**src/rtl/edf_pkg.sv**
```systemverilog
// ----------------------------------------------------------------------------
// EDF scheduler package
// Shared widths, codes and record types of the preemptive EDF scheduler.
// ----------------------------------------------------------------------------
package edf_pkg;

    // Default table depth
    localparam int SLOTS_DEF = 16;

    // Field widths
    localparam int TASK_W   = 8;
    localparam int BURST_W  = 16;
    localparam int TIME_W   = 32;
    localparam int FACTOR_W = 4;
    localparam int PROD_W   = FACTOR_W + BURST_W;
    localparam int STATUS_W = 3;

    // Register port
    localparam int DATA_W = 32;
    localparam int ADDR_W = 3;
    localparam int REGI_W = ADDR_W - 2;
    localparam logic [REGI_W-1:0]   REG_FACTOR   = '0;
    localparam logic [FACTOR_W-1:0] FACTOR_RESET = FACTOR_W'(2);

    localparam logic [TIME_W-1:0] TIME_MAX = '1;

    // Operation codes
    localparam logic OP_ARRIVE = 1'b0;
    localparam logic OP_TICK   = 1'b1;

    // Result status codes
    typedef enum logic [STATUS_W-1:0] {
        ST_RAN      = 3'd0,
        ST_IDLE     = 3'd1,
        ST_ACCEPTED = 3'd2,
        ST_FULL     = 3'd3,
        ST_ZERO     = 3'd4
    } t_status;

    // One table entry as held in the slot memory
    typedef struct packed {
        logic [TASK_W-1:0]  task_id;
        logic [BURST_W-1:0] remaining;
        logic [TIME_W-1:0]  deadline;
    } t_slot;

    localparam int SLOT_W = $bits(t_slot);

    // One result transfer
    typedef struct packed {
        logic               valid;
        t_status            status;
        logic [TASK_W-1:0]  ran_task;
        logic               completed;
        logic [TIME_W-1:0]  finish_time;
        logic [BURST_W-1:0] left_units;
    } t_result;

endpackage

```
**src/rtl/edf_ram.sv**
```systemverilog
// ----------------------------------------------------------------------------
// EDF generic RAM
// Single write port, single read port, registered read data.
// ----------------------------------------------------------------------------
module edf_ram #(
    parameter int WIDTH = 8,
    parameter int DEPTH = 16
) (
    input  logic                     i_clk,
    input  logic                     i_we,
    input  logic [$clog2(DEPTH)-1:0] i_waddr,
    input  logic [WIDTH-1:0]         i_wdata,
    input  logic [$clog2(DEPTH)-1:0] i_raddr,
    output logic [WIDTH-1:0]         o_rdata
);

    logic [WIDTH-1:0] r_mem [DEPTH];
    logic [WIDTH-1:0] r_rdata;

    always_ff @(posedge i_clk) begin
        if (i_we) begin
            r_mem[i_waddr] <= i_wdata;
        end
        r_rdata <= r_mem[i_raddr];
    end

    assign o_rdata = r_rdata;

endmodule

```
**src/rtl/edf_cfg.sv**
```systemverilog
// ----------------------------------------------------------------------------
// EDF configuration registers
// APB-style register port holding the deadline factor.
// ----------------------------------------------------------------------------
module edf_cfg (
    input  logic                        i_clk,
    input  logic                        i_rst_n,
    input  logic                        psel,
    input  logic                        penable,
    input  logic                        pwrite,
    input  logic [edf_pkg::ADDR_W-1:0]  paddr,
    input  logic [edf_pkg::DATA_W-1:0]  pwdata,
    output logic [edf_pkg::DATA_W-1:0]  prdata,
    output logic                        pready,
    output logic [edf_pkg::FACTOR_W-1:0] o_factor
);
    import edf_pkg::*;

    logic [FACTOR_W-1:0] r_factor;
    logic [REGI_W-1:0]   w_index;
    logic                w_write;

    // word index, byte offset ignored
    assign w_index = paddr[ADDR_W-1:2];
    assign w_write = psel && penable && pwrite;

    always_ff @(posedge i_clk) begin
        if (!i_rst_n) begin
            r_factor <= FACTOR_RESET;
        end else if (w_write && (w_index == REG_FACTOR)) begin
            r_factor <= pwdata[FACTOR_W-1:0];
        end
    end

    // read back
    always_comb begin
        prdata = '0;
        if (w_index == REG_FACTOR) begin
            prdata = {{(DATA_W-FACTOR_W){1'b0}}, r_factor};
        end
    end

    assign pready   = 1'b1;
    assign o_factor = r_factor;

endmodule

```
**src/rtl/edf_seq.sv**
```systemverilog
// ----------------------------------------------------------------------------
// EDF sequencer
// Walks the slot table one entry per cycle: free-slot search on arrive,
// minimum-deadline search through one shared comparator on tick, then
// writes the entry back and issues the result.
// ----------------------------------------------------------------------------
module edf_seq #(
    parameter int SLOTS = edf_pkg::SLOTS_DEF
) (
    input  logic                          i_clk,
    input  logic                          i_rst_n,
    input  logic                          i_start,
    output logic                          o_busy,
    input  logic                          i_operation,
    input  logic [edf_pkg::TASK_W-1:0]    i_task_id,
    input  logic [edf_pkg::BURST_W-1:0]   i_burst,
    input  logic [edf_pkg::FACTOR_W-1:0]  i_factor,
    output logic                          o_ram_we,
    output logic [$clog2(SLOTS)-1:0]      o_ram_waddr,
    output edf_pkg::t_slot                o_ram_wdata,
    output logic [$clog2(SLOTS)-1:0]      o_ram_raddr,
    input  edf_pkg::t_slot                i_ram_rdata,
    output edf_pkg::t_result              o_result
);
    import edf_pkg::*;

    localparam int IDX_W = $clog2(SLOTS);
    localparam logic [IDX_W-1:0] LAST = IDX_W'(SLOTS - 1);

    typedef enum logic [2:0] {
        S_IDLE,
        S_FIND,
        S_WRITE,
        S_SCAN,
        S_LAST,
        S_UPDATE
    } t_state;

    // control state
    t_state             r_state,  n_state;
    logic [TIME_W-1:0]  r_now,    n_now;
    logic [SLOTS-1:0]   r_valid,  n_valid;
    logic               r_cvld,   n_cvld;
    logic               r_found,  n_found;
    t_result            r_result, n_result;

    // payload
    logic [IDX_W-1:0]   r_idx,      n_idx;
    logic [IDX_W-1:0]   r_cidx,     n_cidx;
    logic [IDX_W-1:0]   r_best_idx, n_best_idx;
    t_slot              r_best,     n_best;
    logic [TASK_W-1:0]  r_task_id,  n_task_id;
    logic [BURST_W-1:0] r_burst,    n_burst;
    logic [PROD_W-1:0]  r_prod,     n_prod;

    logic               w_take;
    logic [TIME_W:0]    w_sum;
    logic [TIME_W-1:0]  w_deadline;
    logic [TIME_W-1:0]  w_now_inc;
    logic [BURST_W-1:0] w_rem;
    logic [PROD_W-1:0]  w_prod;

    // factor times burst, registered at accept
    assign w_prod = PROD_W'(i_factor) * PROD_W'(i_burst);

    // deadline = now + product, saturating
    assign w_sum      = {1'b0, r_now} + {{(TIME_W+1-PROD_W){1'b0}}, r_prod};
    assign w_deadline = w_sum[TIME_W] ? TIME_MAX : w_sum[TIME_W-1:0];

    assign w_now_inc = (r_now == TIME_MAX) ? r_now : r_now + 1'b1;
    assign w_rem     = (r_best.remaining != '0) ? r_best.remaining - 1'b1 : '0;

    // shared comparator: strict less keeps the lowest slot on ties
    assign w_take = r_cvld && r_valid[r_cidx] &&
                    (!r_found || (i_ram_rdata.deadline < r_best.deadline));

    // slot memory access
    assign o_ram_raddr = r_idx;
    assign o_ram_we    = (r_state == S_WRITE) || ((r_state == S_UPDATE) && r_found);
    assign o_ram_waddr = (r_state == S_WRITE) ? r_idx : r_best_idx;

    always_comb begin
        if (r_state == S_WRITE) begin
            o_ram_wdata.task_id   = r_task_id;
            o_ram_wdata.remaining = r_burst;
            o_ram_wdata.deadline  = w_deadline;
        end else begin
            o_ram_wdata.task_id   = r_best.task_id;
            o_ram_wdata.remaining = w_rem;
            o_ram_wdata.deadline  = r_best.deadline;
        end
    end

    // next-state logic
    always_comb begin
        n_state    = r_state;
        n_now      = r_now;
        n_valid    = r_valid;
        n_cvld     = 1'b0;
        n_found    = r_found;
        n_result   = r_result;
        n_result.valid = 1'b0;
        n_idx      = r_idx;
        n_cidx     = r_cidx;
        n_best_idx = r_best_idx;
        n_best     = r_best;
        n_task_id  = r_task_id;
        n_burst    = r_burst;
        n_prod     = r_prod;

        // running minimum of the tick scan
        if (w_take) begin
            n_found    = 1'b1;
            n_best     = i_ram_rdata;
            n_best_idx = r_cidx;
        end

        unique case (r_state)
            S_IDLE: begin
                if (i_start) begin
                    n_idx     = '0;
                    n_task_id = i_task_id;
                    n_burst   = i_burst;
                    n_prod    = w_prod;
                    if (i_operation == OP_TICK) begin
                        n_found = 1'b0;
                        n_state = S_SCAN;
                    end else if (i_burst == '0) begin
                        n_result.valid       = 1'b1;
                        n_result.status      = ST_ZERO;
                        n_result.ran_task    = i_task_id;
                        n_result.completed   = 1'b0;
                        n_result.finish_time = r_now;
                        n_result.left_units  = '0;
                    end else begin
                        n_state = S_FIND;
                    end
                end
            end
            S_FIND: begin
                // lowest free slot, one valid bit per cycle
                if (!r_valid[r_idx]) begin
                    n_state = S_WRITE;
                end else if (r_idx == LAST) begin
                    n_result.valid       = 1'b1;
                    n_result.status      = ST_FULL;
                    n_result.ran_task    = r_task_id;
                    n_result.completed   = 1'b0;
                    n_result.finish_time = r_now;
                    n_result.left_units  = '0;
                    n_state              = S_IDLE;
                end else begin
                    n_idx = r_idx + 1'b1;
                end
            end
            S_WRITE: begin
                n_valid[r_idx]       = 1'b1;
                n_result.valid       = 1'b1;
                n_result.status      = ST_ACCEPTED;
                n_result.ran_task    = r_task_id;
                n_result.completed   = 1'b0;
                n_result.finish_time = r_now;
                n_result.left_units  = r_burst;
                n_state              = S_IDLE;
            end
            S_SCAN: begin
                // issue one read per cycle, compare it the cycle after
                n_cvld = 1'b1;
                n_cidx = r_idx;
                if (r_idx == LAST) begin
                    n_state = S_LAST;
                end else begin
                    n_idx = r_idx + 1'b1;
                end
            end
            S_LAST: begin
                n_state = S_UPDATE;
            end
            S_UPDATE: begin
                n_now                = w_now_inc;
                n_result.valid       = 1'b1;
                n_result.finish_time = w_now_inc;
                if (r_found) begin
                    n_result.status     = ST_RAN;
                    n_result.ran_task   = r_best.task_id;
                    n_result.completed  = (w_rem == '0);
                    n_result.left_units = w_rem;
                    if (w_rem == '0) begin
                        n_valid[r_best_idx] = 1'b0;
                    end
                end else begin
                    n_result.status     = ST_IDLE;
                    n_result.ran_task   = '0;
                    n_result.completed  = 1'b0;
                    n_result.left_units = '0;
                end
                n_state = S_IDLE;
            end
            default: begin
                n_state = S_IDLE;
            end
        endcase
    end

    // state and registered outputs
    always_ff @(posedge i_clk) begin
        if (!i_rst_n) begin
            r_state  <= S_IDLE;
            r_now    <= '0;
            r_valid  <= '0;
            r_cvld   <= 1'b0;
            r_found  <= 1'b0;
            r_result <= '0;
        end else begin
            r_state    <= n_state;
            r_now      <= n_now;
            r_valid    <= n_valid;
            r_cvld     <= n_cvld;
            r_found    <= n_found;
            r_result   <= n_result;
            r_idx      <= n_idx;
            r_cidx     <= n_cidx;
            r_best_idx <= n_best_idx;
            r_best     <= n_best;
            r_task_id  <= n_task_id;
            r_burst    <= n_burst;
            r_prod     <= n_prod;
        end
    end

    assign o_busy   = (r_state != S_IDLE);
    assign o_result = r_result;

endmodule

```
**src/rtl/edf_preemptive_scheduler.sv**
```systemverilog
// ----------------------------------------------------------------------------
// Preemptive EDF scheduler
// Task table of SLOTS entries; arrive stores a task, tick runs the ready task
// with the earliest deadline for one time unit.
// ----------------------------------------------------------------------------
// Timing: an item is taken when start is high and busy is low; busy then
// stays high until the result is issued. On a tick the slot memory is
// read one entry per cycle and each entry goes through one deadline
// comparator, then the chosen entry is written back. An arrive with a
// nonzero burst walks the valid bits to the lowest free slot and then, if
// one is free, forms the deadline and writes the entry; an arrive with a
// zero burst is answered the cycle after it is taken and never raises
// busy. Every result is shown for exactly one cycle with o_valid high and
// cannot be held off, so the receiver must capture it then. The user must
// write the deadline factor through the register port only while the
// block is not busy; the block itself does not enforce this.
// ----------------------------------------------------------------------------
module edf_preemptive_scheduler #(
    parameter int SLOTS = edf_pkg::SLOTS_DEF
) (
    input  logic                         i_clk,
    input  logic                         i_rst_n,
    // command channel
    input  logic                         start,
    output logic                         busy,
    input  logic                         i_operation,
    input  logic [edf_pkg::TASK_W-1:0]   i_task_id,
    input  logic [edf_pkg::BURST_W-1:0]  i_burst,
    // result channel
    output logic                         o_valid,
    output logic [edf_pkg::STATUS_W-1:0] o_status,
    output logic [edf_pkg::TASK_W-1:0]   o_ran_task,
    output logic                         o_completed,
    output logic [edf_pkg::TIME_W-1:0]   o_finish_time,
    output logic [edf_pkg::BURST_W-1:0]  o_left_units,
    // register port
    input  logic                         psel,
    input  logic                         penable,
    input  logic                         pwrite,
    input  logic [edf_pkg::ADDR_W-1:0]   paddr,
    input  logic [edf_pkg::DATA_W-1:0]   pwdata,
    output logic [edf_pkg::DATA_W-1:0]   prdata,
    output logic                         pready
);
    import edf_pkg::*;

    localparam int IDX_W = $clog2(SLOTS);

    logic [FACTOR_W-1:0] w_factor;
    logic                w_ram_we;
    logic [IDX_W-1:0]    w_ram_waddr;
    logic [IDX_W-1:0]    w_ram_raddr;
    t_slot               w_ram_wdata;
    t_slot               w_ram_rdata;
    t_result             w_result;

    edf_cfg u_cfg (
        .i_clk    (i_clk),
        .i_rst_n  (i_rst_n),
        .psel     (psel),
        .penable  (penable),
        .pwrite   (pwrite),
        .paddr    (paddr),
        .pwdata   (pwdata),
        .prdata   (prdata),
        .pready   (pready),
        .o_factor (w_factor)
    );

    edf_seq #(
        .SLOTS (SLOTS)
    ) u_seq (
        .i_clk       (i_clk),
        .i_rst_n     (i_rst_n),
        .i_start     (start),
        .o_busy      (busy),
        .i_operation (i_operation),
        .i_task_id   (i_task_id),
        .i_burst     (i_burst),
        .i_factor    (w_factor),
        .o_ram_we    (w_ram_we),
        .o_ram_waddr (w_ram_waddr),
        .o_ram_wdata (w_ram_wdata),
        .o_ram_raddr (w_ram_raddr),
        .i_ram_rdata (w_ram_rdata),
        .o_result    (w_result)
    );

    // slot table: task, remaining units, deadline
    edf_ram #(
        .WIDTH (SLOT_W),
        .DEPTH (SLOTS)
    ) u_slots (
        .i_clk   (i_clk),
        .i_we    (w_ram_we),
        .i_waddr (w_ram_waddr),
        .i_wdata (w_ram_wdata),
        .i_raddr (w_ram_raddr),
        .o_rdata (w_ram_rdata)
    );

    // result fields
    assign o_valid       = w_result.valid;
    assign o_status      = w_result.status;
    assign o_ran_task    = w_result.ran_task;
    assign o_completed   = w_result.completed;
    assign o_finish_time = w_result.finish_time;
    assign o_left_units  = w_result.left_units;

endmodule

```
**config.mk**
```make
export PLATFORM = sky130hd
export DESIGN_NAME = edf_preemptive_scheduler
export DESIGN_NICKNAME = d
export VERILOG_FILES = /design/src/rtl/edf_pkg.sv /design/src/rtl/edf_ram.sv /design/src/rtl/edf_cfg.sv /design/src/rtl/edf_seq.sv /design/src/rtl/edf_preemptive_scheduler.sv
export SDC_FILE = /design/constraint.sdc
export NUM_CORES = 2
export LEC_CHECK = 0
export BUFFER_PORTS_ARGS = -buffer_cell sky130_fd_sc_hd__clkbuf_2
export CORE_MARGIN = 2
export CORE_UTILIZATION = 56
export DETAILED_ROUTE_END_ITERATION = 7
export GPL_TIMING_DRIVEN = 0
export PLACE_DENSITY_LB_ADDON = 0.25
export REMOVE_ABC_BUFFERS = 1
export SYNTH_ARGS = -nofsm -noshare
export SYNTH_HDL_FRONTEND = slang
export SYNTH_SLANG_ARGS = --single-unit
```
**constraint.sdc**
```tcl
create_clock -name i_clk -period 5.3 [get_ports i_clk]
set_input_delay 0.265 -clock i_clk [delete_from_list [all_inputs] [get_ports i_clk]]
set_output_delay 0.265 -clock i_clk [all_outputs]
set_load 0.01 [all_outputs]
```
==> results.sh <==
export IMPL_hold_depth=4
export IMPL_timing_fmax_mhz=210
export IMPL_fillCellCount=5580
export IMPL_vias_per_cell=6.45
export IMPL_end_kind="register"
export IMPL_finalCritPeriodShare=0.899
export IMPL_relSlewSlack=0.0662
export IMPL_synth_edf_count=1008
export IMPL_fin_skew_ns=0.0298
export IMPL_r2r_end="u_slots.r_mem[12][15]"
export IMPL_pin_count=161
export IMPL_worst_r2r_path_depth=10
export IMPL_cts_setup_buffers=0
export IMPL_power_leakage_uw=0.0193
export IMPL_dp_hpwl_mm=77.9
export IMPL_clockRootBuffer="clkbuf_16"
export IMPL_worstHoldEndpoint="u_cfg.o_factor[1]"
export IMPL_insertion_delay_ns=0.70
export IMPL_power_uw=20100
export IMPL_crit_arrival_ns=5.06
export IMPL_slew_violations=0
export IMPL_stdcell_area_um2=56800
export IMPL_tightest_slew_ns=1.40
export IMPL_maxCapViolations=0
export IMPL_clock_sinks=1182
export IMPL_synth_area_um2=48900
export IMPL_synthArstFlopShare=0
export IMPL_place_congestion=0.864
export IMPL_vdd_drop_max_mv=0.238
export IMPL_grt_pass1_vias=28300
export IMPL_slowest_delay_ns=1.08
export IMPL_status="completed"
export IMPL_ant_nets=0
export IMPL_hp_start="penable"
export IMPL_first_iter_violations=3690
export IMPL_rrSetupSlack_ns=0.54
export IMPL_grt_first_pass_wirelength_mm=183
export IMPL_r2r_start="u_seq.r_now[0]"
export IMPL_cts_tree="built"
export IMPL_ys_warnings_count=0
export IMPL_synthCells=2850
export IMPL_start_kind="register"
export IMPL_wl_per_cell_um=28.5
export IMPL_drive_gt1_frac=0.227
export IMPL_period_needed_ns=4.76
export IMPL_ys_seq_elements=1182
export IMPL_crit_path_cell_trace="ha_1, fa_1, a211oi_1, o21ai_1, nand3_1, a21oi_1, a2bb2oi_2, nand2_1, o21ai_1, a2bb2oi_1"
export IMPL_synth_ff_type="edfxtp_1"
export IMPL_hp_class="in -> reg"
export IMPL_place_area_um2=52900
export IMPL_drt_pass1_iterations=8
export IMPL_initial_utilization=0.565
export IMPL_timing_final_hold_violations=0
export IMPL_ys_seq_area_frac=0.690
export IMPL_coreArea_um2=86600
export IMPL_dieArea_um2=89700
export IMPL_port_buffers=101
export IMPL_critPathSlowestCell="a2bb2oi_1"
export IMPL_fin_nets=3244
export IMPL_rows=108
export IMPL_critPathRequiredTime_ns=5.60
export IMPL_synth_cell_types=80
export IMPL_grt_total_usage=0.277
export IMPL_cts_path_max_buffers=3
export IMPL_vias=27800
export IMPL_wl_mm=123
export IMPL_critPathKind="reg -> reg"
export IMPL_cts_made_buffers=111
export IMPL_syn_area_per_cell_um2=17.2
export IMPL_area_growth_pct=16.1
export IMPL_grt_max_degree=94
export IMPL_die_width_um=300
export IMPL_cts_htree_levels=3
export IMPL_grt_overflow_total=0
export IMPL_p_per_area_nw_per_um2=355
export IMPL_critPathMaxFanout=16
export IMPL_rsz0062_at_grt="false"
export IMPL_clkTransAtPathRegs_ns=0.07
export IMPL_crit_top_cell="o21ai_1"
export IMPL_finalSetupViolations=0
export IMPL_drc=0
export IMPL_die_h_um=300
export IMPL_antenna_found_initial=0
## cell usage in the layout (no fill, tap or decap), types with 11 or more instances in the layout
cell           instances
nor2_1               132
a22oi_1               40
xnor2_1               59
dlygate4sd3_1         30
o22ai_1               12
a222oi_1              19
mux4_2               290
conb_1                29
clkbuf_1              25
edfxtp_1            1008
buf_16                57
inv_1                105
ha_1                  81
nand4_1               19
xor2_1                31
buf_12                44
fa_1                  29
nor3_1                50
a211oi_1              11
and2_1                62
a21oi_1               97
a21o_1                21
dfxtp_1              174
nand2_1              130
nor2_4                18
o21ai_0               48
clkbuf_16            113
clkbuf_2             101
and3_1                42
clkinv_1              16
clkinv_2              25
nor2b_1               17
nand3_1               40
## sequential cells by signal (all words and copies together), names as in the netlist, 8 cells and up
| name | cells |
|---|---|
| u_seq.r_now | 32 |
| u_seq.r_prod | 20 |
| u_seq.r_best | 56 |
| u_seq.r_valid | 16 |
| u_seq.r_task_id | 8 |
| u_slots.r_mem | 896 |
| u_slots.o_rdata | 56 |
| u_seq.o_result | 61 |
| u_seq.r_burst | 16 |
## report_power, final
group          switching (uW)  internal (uW)
logic                     993            742
clock network            3410           4440
registers                 121          10400
total                    4520          15600
## through the flow
stage	TNS [ns]	setup slack (ns)	cells	util	hold slack, ns
5_1_grt	0	0.314	4318	0.656	0.101
3_5_place_dp	0	0.355	4077	0.611	0.391
3_3_place_gp	-	-16.15	3965	0.579	0.386
4_1_cts	0	0.320	4314	0.655	0.00672
2_1_floorplan	-7105.19	-7.88	2709	-	0.327
6_report	0	0.536	4319	0.656	0.0745
## how the worst max path moves through the flow
stage / startpoint / end
floorplan: u_seq.o_ram_raddr[0] / u_slots.r_mem[9][0]
global placement: u_seq.o_ram_raddr[0] / u_slots.r_mem[9][0]
detailed placement: u_seq.r_now[0] / u_slots.r_mem[5][12]
CTS: u_seq.r_now[0] / u_slots.r_mem[14][12]
global route: u_seq.r_now[0] / u_slots.r_mem[5][15]
finish: u_seq.r_now[0] / u_slots.r_mem[12][15]
## critical path, delay by kind of cell, from the launching register on
kind	cells	cell delay, ns
adders and majority gates	2	0.57
and+or+nand+nor	2	0.36
AOI/OAI and AO/OA	6	2.90
DFF	1	0.54
## synthesized netlist by cell type, types with 7 or more instances
cell | number | area, um^2
edfxtp_1 | 1008 | 30300
mux4_2 | 290 | 6530
dfxtp_1 | 174 | 3480
nor2_1 | 149 | 559
nand2_1 | 130 | 488
inv_1 | 105 | 394
a21oi_1 | 101 | 505
clkbuf_1 | 94 | 353
ha_1 | 81 | 1010
and2_1 | 62 | 388
xnor2_1 | 59 | 517
o21ai_0 | 55 | 275
nor3_1 | 51 | 255
and3_1 | 42 | 263
a22oi_1 | 40 | 300
nand3_1 | 40 | 200
buf_2 | 32 | 160
xor2_1 | 31 | 272
buf_4 | 30 | 225
fa_1 | 29 | 581
a21o_1 | 21 | 158
a222oi_1 | 19 | 190
nand4_1 | 19 | 119
nor2b_1 | 17 | 106
o22ai_1 | 12 | 75.1
a211oi_1 | 11 | 82.6
a31oi_1 | 10 | 62.6
buf_1 | 10 | 37.5
o211ai_1 | 10 | 75.1
a221oi_1 | 9 | 78.8
nor4_1 | 8 | 50.1
or3_1 | 8 | 50.1
mux2i_1 | 7 | 70.1
## layer usage
metal | up-vias | global-route usage | wire length [um]
met5 | - | 0 | 0
met4 | 0 | 0.0942 | 3950
met3 | 298 | 0.0494 | 10400
met2 | 1516 | 0.465 | 62300
met1 | 14400 | 0.370 | 46400
li1 | 11600 | - | -
## cell families after synthesis
kind of cell    Yosys count  synth area share
fa+ha+maj               110            0.0326
compound gates          332            0.0446
buf+inv                 274            0.0243
flops                  1182             0.690
simple gates            562            0.0569
mux                     298             0.135
other cells               2          0.000154
xor+xnor                 90            0.0161
## layout make-up
cell class	count	area [um^2]	area share
Sequential cell	1182	33800	0.594
Multi-Input combinational cell	1421	14200	0.251
Timing Repair Buffer	246	3380	0.0595
Clock buffer	148	3060	0.0539
Tap cell	1155	1450	0.0254
Clock inverter	60	514	0.00905
Inverter	106	403	0.00709
Antenna cell	1	2.50	0.0000441
## timing repair
| action | CTS | global route |
|---|---|---|
| gates resized for setup | 0 | 0 |
| endpoints found under the hold margin | 37 | 1 |
| endpoints found under the setup margin | 0 | 0 |
| hold buffers | 29 | 1 |
(Power assumes the default switching activity.)
